File: src/design/nsr_pkg.sv
// ----------------------------------------------------------------------------
// nsr_pkg
// shared types and constants for the newton square root iteration block
// ----------------------------------------------------------------------------
`default_nettype none

package nsr_pkg;

	localparam int unsigned ITER_CAP   = 64;
	localparam int unsigned ITER_W     = 7;
	localparam int unsigned DATA_W     = 32;
	localparam int unsigned FRAC_W     = 16;
	localparam int unsigned DVD_W      = DATA_W + FRAC_W;
	localparam int unsigned SQ_W       = 46;
	localparam int unsigned RES_W      = 47;
	localparam int unsigned PROD_W     = 2 * DATA_W;
	localparam int unsigned DIV_STEPS  = DVD_W;
	localparam int unsigned DIV_CNT_W  = $clog2(DIV_STEPS);
	localparam int unsigned CFG_IDX_W  = 1;
	localparam int unsigned OUT_TDATA_W = 160;

	localparam logic [CFG_IDX_W-1:0] REG_TOLERANCE = 1'b0;
	localparam logic [CFG_IDX_W-1:0] REG_MAX_ITER  = 1'b1;

	localparam logic [DATA_W-1:0] Q_ONE         = 32'h0001_0000;
	localparam logic [DATA_W-1:0] TOL_RESET     = 32'd66;
	localparam logic [ITER_W-1:0] MAX_ITER_RESET = 7'd20;
	localparam logic [ITER_W-1:0] ITER_CAP_V    = 7'd64;
	localparam logic [SQ_W-1:0]   SQ_MAX        = {SQ_W{1'b1}};

	typedef struct packed {
		logic busy;
		logic done;
	} nsr_div_stat_t;

endpackage

`default_nettype wire

File: src/design/nsr_div.sv
// ----------------------------------------------------------------------------
// nsr_div
// restoring divider, one quotient bit per cycle, 48 by 32 bits
// ----------------------------------------------------------------------------
`default_nettype none

module nsr_div (
	input  wire logic                       clk,
	input  wire logic                       arst_n,
	input  wire logic                       start,
	input  wire logic [nsr_pkg::DVD_W-1:0]  dividend,
	input  wire logic [nsr_pkg::DATA_W-1:0] divisor,
	output nsr_pkg::nsr_div_stat_t          stat,
	output logic [nsr_pkg::DVD_W-1:0]       quotient
);
	import nsr_pkg::*;

	logic [DVD_W-1:0]     quo_q;
	logic [DATA_W-1:0]    rem_q;
	logic [DATA_W-1:0]    dsr_q;
	logic [DIV_CNT_W-1:0] cnt_q;
	logic                 busy_q;
	logic                 done_q;

	logic [DATA_W:0]   rem_sh;
	logic [DATA_W+1:0] diff;
	logic              ge;

	assign rem_sh = {rem_q, quo_q[DVD_W-1]};
	assign diff   = {1'b0, rem_sh} - {2'b00, dsr_q};
	assign ge     = ~diff[DATA_W+1];

	always_ff @(posedge clk or negedge arst_n) begin
		if (!arst_n) begin
			busy_q <= 1'b0;
			done_q <= 1'b0;
			cnt_q  <= '0;
		end else begin
			done_q <= 1'b0;
			if (start) begin
				busy_q <= 1'b1;
				cnt_q  <= '0;
			end else if (busy_q) begin
				cnt_q <= cnt_q + 1'b1;
				if (cnt_q == DIV_CNT_W'(DIV_STEPS - 1)) begin
					busy_q <= 1'b0;
					done_q <= 1'b1;
				end
			end
		end
	end

	always_ff @(posedge clk) begin
		if (start) begin
			quo_q <= dividend;
			rem_q <= '0;
			dsr_q <= divisor;
		end else if (busy_q) begin
			quo_q <= {quo_q[DVD_W-2:0], ge};
			rem_q <= ge ? diff[DATA_W-1:0] : rem_sh[DATA_W-1:0];
		end
	end

	assign stat.busy = busy_q;
	assign stat.done = done_q;
	assign quotient  = quo_q;

	a_done_after_busy : assert property (@(posedge clk) disable iff (!arst_n)
		done_q |-> $past(busy_q))
		else $error("divider done without a running division");

	a_cnt_bound : assert property (@(posedge clk) disable iff (!arst_n)
		busy_q |-> cnt_q < DIV_CNT_W'(DIV_STEPS))
		else $error("divider step count out of range");

	a_one_done : assert property (@(posedge clk) disable iff (!arst_n)
		done_q |=> !done_q)
		else $error("divider done held for more than one cycle");

endmodule

`default_nettype wire

File: src/design/newton_square_root_iteration_top.sv
// ----------------------------------------------------------------------------
// newton_square_root_iteration_top
// heron square root steps in q16.16, one result row per step
// ----------------------------------------------------------------------------
// one step runs: divider start, one divider step per bit of the 48-bit quotient,
// quotient return, then sum, multiply, square saturate and row output; a step
// whose estimate is zero skips the divider. an item gives up to 64 rows, and
// the block takes one item at a time. arst_n clears control and loads
// tolerance 66 and max_iterations 20.
`default_nettype none

module newton_square_root_iteration_top (
	input  wire logic                            clk,
	input  wire logic                            arst_n,
	input  wire logic                            cfg_wen,
	input  wire logic [nsr_pkg::CFG_IDX_W-1:0]   cfg_addr,
	input  wire logic [nsr_pkg::DATA_W-1:0]      cfg_wdata,
	input  wire logic                            s_axis_tvalid,
	output logic                                 s_axis_tready,
	input  wire logic [nsr_pkg::DATA_W-1:0]      s_axis_tdata,  // radicand
	output logic                                 m_axis_tvalid,
	input  wire logic                            m_axis_tready,
	// prior_estimate, next_estimate, estimate_squared, residual, converged, zero pad
	output logic [nsr_pkg::OUT_TDATA_W-1:0]      m_axis_tdata,
	output logic                                 m_axis_tlast
);
	import nsr_pkg::*;

	typedef enum logic [2:0] {
		ST_IDLE,
		ST_DIV,
		ST_SUM,
		ST_MUL,
		ST_SQ,
		ST_OUT
	} state_t;

	state_t state_q;

	logic [DATA_W-1:0] tol_q;
	logic [ITER_W-1:0] max_iter_q;
	logic [ITER_W-1:0] limit_q;
	logic [ITER_W-1:0] iter_q;
	logic              div_start_q;

	logic [DATA_W-1:0] n_q;
	logic [DATA_W-1:0] old_q;
	logic [DVD_W-1:0]  quo_q;
	logic [DATA_W-1:0] nxt_q;
	logic [PROD_W-1:0] prod_q;
	logic [SQ_W-1:0]   sq_q;

	nsr_div_stat_t     div_stat;
	logic [DVD_W-1:0]  div_quo;

	logic              in_xfer;
	logic              out_load;
	logic [ITER_W-1:0] limit_in;
	logic [DVD_W:0]    sum;
	logic [DATA_W-1:0] nxt_sat;
	logic [SQ_W-1:0]   n_ext;
	logic              neg;
	logic [SQ_W-1:0]   mag;
	logic [RES_W-1:0]  res;
	logic              conv;
	logic              fin;

	nsr_div u_div (
		.clk      (clk),
		.arst_n   (arst_n),
		.start    (div_start_q),
		.dividend ({n_q, {FRAC_W{1'b0}}}),
		.divisor  (old_q),
		.stat     (div_stat),
		.quotient (div_quo)
	);

	assign s_axis_tready = (state_q == ST_IDLE);
	assign in_xfer       = s_axis_tvalid && s_axis_tready;
	assign out_load      = (state_q == ST_OUT) && (!m_axis_tvalid || m_axis_tready);
	assign limit_in      = (max_iter_q > ITER_CAP_V) ? ITER_CAP_V : max_iter_q;

	assign sum     = {{(DVD_W-DATA_W+1){1'b0}}, old_q} + {1'b0, quo_q};
	assign nxt_sat = (|sum[DVD_W:DATA_W+1]) ? {DATA_W{1'b1}} : sum[DATA_W:1];

	assign n_ext = {{(SQ_W-DATA_W){1'b0}}, n_q};
	assign neg   = sq_q > n_ext;
	assign mag   = neg ? (sq_q - n_ext) : (n_ext - sq_q);
	assign res   = {1'b0, n_ext} - {1'b0, sq_q};
	assign conv  = mag < {{(SQ_W-DATA_W){1'b0}}, tol_q};
	assign fin   = conv || (iter_q == limit_q);

	always_ff @(posedge clk or negedge arst_n) begin
		if (!arst_n) begin
			state_q       <= ST_IDLE;
			tol_q         <= TOL_RESET;
			max_iter_q    <= MAX_ITER_RESET;
			limit_q       <= '0;
			iter_q        <= '0;
			div_start_q   <= 1'b0;
			m_axis_tvalid <= 1'b0;
			m_axis_tlast  <= 1'b0;
			m_axis_tdata  <= '0;
		end else begin
			div_start_q <= 1'b0;
			if (cfg_wen) begin
				case (cfg_addr)
					REG_TOLERANCE: tol_q      <= cfg_wdata;
					REG_MAX_ITER:  max_iter_q <= cfg_wdata[ITER_W-1:0];
					default:       ;
				endcase
			end
			if (m_axis_tvalid && m_axis_tready && !out_load)
				m_axis_tvalid <= 1'b0;
			case (state_q)
				ST_IDLE: begin
					if (in_xfer) begin
						limit_q <= limit_in;
						iter_q  <= ITER_W'(1);
						if (limit_in != '0) begin
							div_start_q <= 1'b1;
							state_q     <= ST_DIV;
						end
					end
				end
				ST_DIV: begin
					if (div_stat.done)
						state_q <= ST_SUM;
				end
				ST_SUM: state_q <= ST_MUL;
				ST_MUL: state_q <= ST_SQ;
				ST_SQ:  state_q <= ST_OUT;
				ST_OUT: begin
					if (out_load) begin
						m_axis_tvalid <= 1'b1;
						m_axis_tlast  <= fin;
						m_axis_tdata  <= {2'b00, conv, res, sq_q, nxt_q, old_q};
						if (fin) begin
							state_q <= ST_IDLE;
						end else begin
							iter_q <= iter_q + 1'b1;
							if (nxt_q != '0) begin
								div_start_q <= 1'b1;
								state_q     <= ST_DIV;
							end else begin
								state_q <= ST_SUM;
							end
						end
					end
				end
				default: state_q <= ST_IDLE;
			endcase
		end
	end

	always_ff @(posedge clk) begin
		if (in_xfer) begin
			n_q   <= s_axis_tdata;
			old_q <= Q_ONE;
		end
		if (state_q == ST_DIV && div_stat.done)
			quo_q <= div_quo;
		if (state_q == ST_SUM)
			nxt_q <= nxt_sat;
		if (state_q == ST_MUL)
			prod_q <= nxt_q * nxt_q;
		if (state_q == ST_SQ)
			sq_q <= (|prod_q[PROD_W-1:SQ_W+FRAC_W]) ? SQ_MAX : prod_q[SQ_W+FRAC_W-1:FRAC_W];
		if (out_load && !fin) begin
			old_q <= nxt_q;
			if (nxt_q == '0)
				quo_q <= '0;
		end
	end

	a_ready_not_dividing : assert property (@(posedge clk) disable iff (!arst_n)
		div_stat.busy |-> !s_axis_tready)
		else $error("input ready while a division runs");

	a_iter_bound : assert property (@(posedge clk) disable iff (!arst_n)
		(state_q != ST_IDLE) |-> (iter_q != '0) && (iter_q <= limit_q))
		else $error("step count outside the run limit");

	a_limit_cap : assert property (@(posedge clk) disable iff (!arst_n)
		limit_q <= ITER_CAP_V)
		else $error("run limit above cap");

	a_conv_last : assert property (@(posedge clk) disable iff (!arst_n)
		(m_axis_tvalid && m_axis_tdata[SQ_W+RES_W+2*DATA_W]) |-> m_axis_tlast)
		else $error("converged row not marked last");

	a_div_done_in_div : assert property (@(posedge clk) disable iff (!arst_n)
		div_stat.done |-> (state_q == ST_DIV))
		else $error("quotient returned outside the divide state");

endmodule

`default_nettype wire

File: config.mk
export PLATFORM = sky130hd
export DESIGN_NAME = newton_square_root_iteration_top
export DESIGN_NICKNAME = d
export VERILOG_FILES = /design/src/design/nsr_pkg.sv /design/src/design/nsr_div.sv /design/src/design/newton_square_root_iteration_top.sv
export SDC_FILE = /design/constraint.sdc
export NUM_CORES = 2
export LEC_CHECK = 0
export BUFFER_PORTS_ARGS = -buffer_cell sky130_fd_sc_hd__clkbuf_2
export CORE_MARGIN = 4
export CORE_UTILIZATION = 34
export CTS_CLUSTER_SIZE = 10
export DETAILED_ROUTE_END_ITERATION = 10
export PLACE_DENSITY = 0.54
export SYNTH_ARGS = -nofsm -noshare
export SYNTH_HDL_FRONTEND = slang
export SYNTH_SLANG_ARGS = --single-unit
File: constraint.sdc
create_clock -name clk -period 8.5 [get_ports clk]
set_clock_uncertainty 0.2 [all_clocks]
set_input_delay 0.425 -clock clk [delete_from_list [all_inputs] [get_ports clk]]
set_output_delay 0.425 -clock clk [all_outputs]
set_load 0.1 [all_outputs]
**After elaboration in Yosys (flattened, before gate mapping)**

Index checks and enable logic that the tools add are counted.

- Add/subtract/negate cells: 7
- Multipliers: 1
- $lt $le $gt $ge: 3
- Equal/unequal tests: 12
- Multiplexer cells: 38
- Bitwise operators: 2
- Reductions and logical operators: 26

Operator list:

| cell | number |
|---|---|
| $mux W48 | 5 |
| $mux W32 | 3 |
| $mul A32 B32 Y64 | 1 |
| $add A32 B48 Y49 | 1 |
| $sub A32 B46 Y47 | 1 |
| $gt A46 B32 Y1 | 1 |
| $lt A46 B32 Y1 | 1 |
| $mux W46 | 1 |
| $sub A32 B46 Y46 | 1 |
| $sub A46 B32 Y46 | 1 |
| $sub A33 B32 Y34 | 1 |
| $logic_not A32 Y1 | 1 |
| $reduce_bool A32 Y1 | 1 |
| $mux W7 | 4 |
| $pmux W3 S6 | 1 |
| $reduce_or A16 Y1 | 1 |
| $mux W1 | 14 |
| $pmux W7 S2 | 1 |
| $mux W3 | 4 |
| $mux W6 | 2 |
| $reduce_and A2 Y1 | 4 |
| $reduce_and A4 Y1 | 2 |
| $add A7 B1 Y7 const B | 1 |
| $eq A7 B7 Y1 | 1 |
| 18 further kinds | 35 |

- Flip-flop bits (word level): 591
- Input port bits: 70
- Output and inout bits: 163
- Word-level logic and storage cells: 111

**Logic depth before layout (Yosys ltp)**

- Depth after elaboration: 8
- Gate-level depth with buffers: 33
- Depth with buffers taken out: 30

**Modules after synthesis**

A second synthesis with hierarchy kept.

- Cells, all modules: 6190
- Area total of the unflattened synthesis: 59565.9 um^2

By module, submodules not included:

| module | instances | cells an instance | area an instance (um^2) | seq. area each (um^2) |
|---|---|---|---|---|
| newton_square_root_iteration_top | 1 | 5558 | 52784.4 | 12101.6 |
| nsr_div | 1 | 632 | 6781.5 | 3243.1 |

**Worst setup path after synthesis**

Ideal clock, no wire load.

- Path type: reg2reg
- Start: reg nxt_q[17]
- End: reg prod_q[62], data pin
- Setup time: 0.262 ns
- Data arrival time: 8.072 ns
- Required time: 8.038 ns
- Setup slack: -0.035 ns
- Stages on the path, launching flop included: 30
- Buffers on the path: 3
- Period minus slack after synthesis: 8.535 ns
- Cell sequence: edfxtp_1 -> clkbuf_1 -> clkbuf_1 -> nand2_1 -> fa_1 -> fa_1 -> inv_1 -> fa_1 -> inv_1 -> fa_1 -> inv_1 -> fa_1 -> fa_1 -> fa_1 -> inv_1 -> fa_1 -> inv_1 -> ha_1 -> clkbuf_1 -> a21oi_1 -> o21ai_0 -> a221o_1 -> and2_0 -> a311oi_1 -> a31oi_1 -> a31o_2 -> a311o_1 -> a31oi_1 -> o21bai_1 -> xor2_1

- Cells in the longest elaborated chain, start to end: 1

Ends and longest elaborated chain:

| item | line | RTL |
|---|---|---|
| from (decl) | newton_square_root_iteration_top.sv:49 | `logic [DATA_W-1:0] nxt_q;` |
| from (signal assigned) | newton_square_root_iteration_top.sv:164 | `nxt_q <= nxt_sat;` |
| $mul A32 B32 Y64 | newton_square_root_iteration_top.sv:166 | `prod_q <= nxt_q * nxt_q;` |
| to (signal assigned) | newton_square_root_iteration_top.sv:166 |  |
| to (decl) | newton_square_root_iteration_top.sv:50 | `logic [PROD_W-1:0] prod_q;` |

No other way between the ends.
A chain may end at the register's enable or synchronous reset.

**Worst setup path after layout**

- Start: reg nxt_q[11]
- End: reg prod_q[62], data pin

Same word-level chain as after synthesis.

==> results.md <==
* Status: complete, no violations
* Dpl cell area at 64100 sq um
* Syn Area/Cell at 9.46 sq um
* Fin crit period at 8.27 ns
* Share of post-route cells with drive strength above 1 at 11.4%
* H-tree lvl count at 3
* Synth Flop Type: edfxtp_1
* Final Cycle Share at 97.3%
* Clock transition at the registers of the reported paths at 0.06 ns
* Vias in the first global route at 46.7k
* Post-Layout Inst Area at just under 70000 sq um
* WP data required at 8.70 ns
* Largest net degree at the start of global routing at between 100 and 150
* Row count at 152
* Core ar. at 172000 sq um
* Net Sw Power at 0.00395 W
* Gr ovfl total at 0
* Synth warnings at 0
* Fin cells at 8984
* Cell variety after synth at 94
* DRC violations left at 0
* Drt via density at 4.94
* CTS max path bufs at 3
* Wirelength per Cell at just over 20 um
* First-pass GRT wire length at 283000 um
* CP max FO at 13
* Initial Util at roughly 34%
* RSZ-0062 raised after global routing: true
* Gr usage total at 20.3%
* Area leader, netlist: fa_1
* # IOs at 233
* CP max-delay cell: fa_1
* Die ar. at 181000 sq um
* Startpoint types: flip-flop
* Setup crit end kind: flip-flop
* Die Wd at around 420 um
* Mapped Area at ~59000 sq um
* Hold Fails Final Rpt at 0
* Pwr dens at 153 nW/um^2
* # diodes at 0
* Final nets at ~7.9k
* Post-Synthesis Cells at 6252
* Logic pwr share at 33.8%
* # Max-Cap Violations at 0
* Internal power at 0.00644 W
* First-pass DRT Iterations at 5
* Final Total Pwr at 0.0104 W
* Reg2reg setup slack at 0.23 ns
* Most frequent CP cell: fa_1
* Slew @ Worst Pin at between 1 and 1.5 ns
* IO buf count at 230
* Initial antenna violation count at 2
* Hold Crit Class: in2reg
* CTS tree: yes
* Reg power frac at ~36%
* Final setup vio count at 0
* Setup ws final at about 0.23 ns
* Vert. Die Dim at 425 um
* RePlAce Congestion at a little over 0.9
* Latest clock arrival within the worst-skew pair at 0.67 ns
* Clk pwr share at 30.1%
* Post-place setup slack at -0.0989 ns
* Area grow syn2layout at 14.7%
* Static Leakage at 34.7 nW
* Worst EP arrival at between 8 and 9 ns
* Seq cells post-synth at 575
* DP Wirelength at 147000 um
* Placed cells at 8750
* Post-synth EDFFs at ~250
* Peak supply drop at 0.199 mV
* Asr flop ratio synth at 39.1%
* CTS sink count at ~580
* Fmax at about 120 MHz
* 1st-iter DRT viols at 2947
* Area contributors post-synth: fa_1 (27%), edfxtp_1 (13%), ha_1 (9.7%), dfrtp_1 (9.4%), inv_1 (7.5%)
* Root Buffer: clkbuf_16
* Crit Path Category: reg2reg
* Slew HR at a little over an eighth
* Setup_tns at 0 ns
* Final Max Tran Viols at 0
* Crit-path max cell delay at ~0.57 ns
* Antenna-violating nets left at 0
* Total Wirelength at ~180000 um
* DR vias at between 40k and 50k
* Cts bufs inserted at 74
* Sequential fraction of the synthesis area at 25.7%
* Yosys top cell area share at 26.9%
* Net Sw Frac at around two fifths
## worst paths after layout
check	start	endpoint	cells after the start
max reg2reg	nxt_q[11]	prod_q[62]	27
min reg2reg	quo_q[3]	quo_q[3]	2
min	m_axis_tready	m_axis_tvalid	3
min in group asynchronous	arst_n	m_axis_tdata[107]	2
max in group asynchronous	arst_n	u_div.busy_q	3
max	nxt_q[11]	prod_q[62]	27
## metal layers
layer / up-vias / wire (um) / track usage, %
met1: 22380 / 81100 / 27.4
met2: 1009 / 88500 / 34.4
met4: 2 / 5930 / 6.01
met5: - / 13 / 0
li1: 20722 / - / -
met3: 241 / 8180 / 2.00
## repair_timing
| action | in CTS | in global routing |
|---|---|---|
| setup endpoints to repair | 8 | 94 |
| cloned | 0 | 2 |
| hold buffers | 65 | 0 |
| endpoints found under the hold margin | 179 | 0 |
| setup buffers | 6 | 25 |
| resized for setup | 5 | 90 |
| pin swaps | 1 | 43 |
## logic make-up after synthesis
| group | count (synthesis) | share of synthesized area, % |
|---|---|---|
| AND/OR/NAND/NOR | 1747 | 14.2 |
| buffers and inverters | 1476 | 9.53 |
| adder cells (fa/ha/maj) | 1252 | 36.6 |
| AO/OA/AOI/OAI | 934 | 9.97 |
| flip-flops | 575 | 25.7 |
| XOR/XNOR | 228 | 3.38 |
| multiplexers | 39 | 0.679 |
| other | 1 | 0.00634 |
## power by group through the flow
stage / clock (W) / sequential [W] / combinational [W]
4_1_cts: 0.00322 / 0.00375 / 0.00352
3_3_place_gp: 0 / 0.00380 / 0.00344
2_1_floorplan: 0 / 0.00400 / 0.00231
6_report: 0.00313 / 0.00375 / 0.00352
3_5_place_dp: 0 / 0.00380 / 0.00348
5_1_grt: 0.00333 / 0.00380 / 0.00392
## placed cells by master (no fill, tap or decap), types with 15 or more instances in the layout
cell	count
a211oi_1	30
a21o_1	112
a21oi_1	233
a21oi_2	21
a311oi_1	28
a31o_2	18
a31oi_1	23
and2_1	254
and3_1	28
buf_12	15
buf_4	248
buf_6	17
clkbuf_1	38
clkbuf_16	81
clkbuf_2	229
dfrtp_1	219
dfxtp_1	96
dlygate4sd3_1	65
edfxtp_1	254
fa_1	788
ha_1	448
inv_1	1173
mux2i_1	30
nand2_1	872
nand2b_1	27
nand3_1	48
nand4_1	81
nor2_1	166
nor2b_1	30
nor3_1	38
nor4_1	36
o211ai_1	19
o21a_1	22
o21ai_0	279
o21bai_1	24
or3_1	67
xnor2_1	120
xor2_1	107
## state kept, by name, summed over array words and instances (netlist names), 32 cells and up
| signal | flops |
|---|---|
| nxt_q | 32 |
| tol_q | 32 |
| old_q | 32 |
| quo_q | 48 |
| n_q | 32 |
| prod_q | 48 |
| u_div.dsr_q | 32 |
| sq_q | 46 |
| u_div.rem_q | 32 |
| m_axis_tdata | 158 |
| u_div.quotient | 48 |
## worst max-delay path, delay by kind of cell, from the launching register on
kind	cells	cell delay, ns
xor+xnor	1	0.14
simple gates	1	0.17
flops	1	0.49
compound gates	10	1.75
buf+inv	6	0.86
fa+ha+maj	9	4.35
## stage by stage
step | hold slack [ns] | utilization [%]
finish | 0.0902 | 39.4
global route | 0.0820 | 39.4
CTS | 0.0548 | 39.0
detailed placement | 0.256 | 37.2
global placement | 0.252 | 37.2
floorplan | -0.0706 | -
## cell usage after synthesis, types with 67 or more instances
cell type / instances
or3_1: 67
a21oi_1: 244
ha_1: 457
dfxtp_1: 96
nand2_1: 874
clkbuf_1: 246
nor2_1: 177
xnor2_1: 121
edfxtp_1: 254
xor2_1: 107
a21o_1: 112
nand4_1: 81
o21ai_0: 281
fa_1: 795
dfrtp_1: 221
and2_1: 259
inv_1: 1178
## area by class of cell
class | count | area [sq um]
Fill cell | 17200 | 104000
Multi-Input combinational cell | 4202 | 38700
Sequential cell | 575 | 15200
Inverter | 1180 | 4440
Timing Repair Buffer | 580 | 4260
Tap cell | 2310 | 2890
Clock buffer | 119 | 2150
Clock inverter | 18 | 216
No activity file was read; power rests on OpenSTA's default activity.
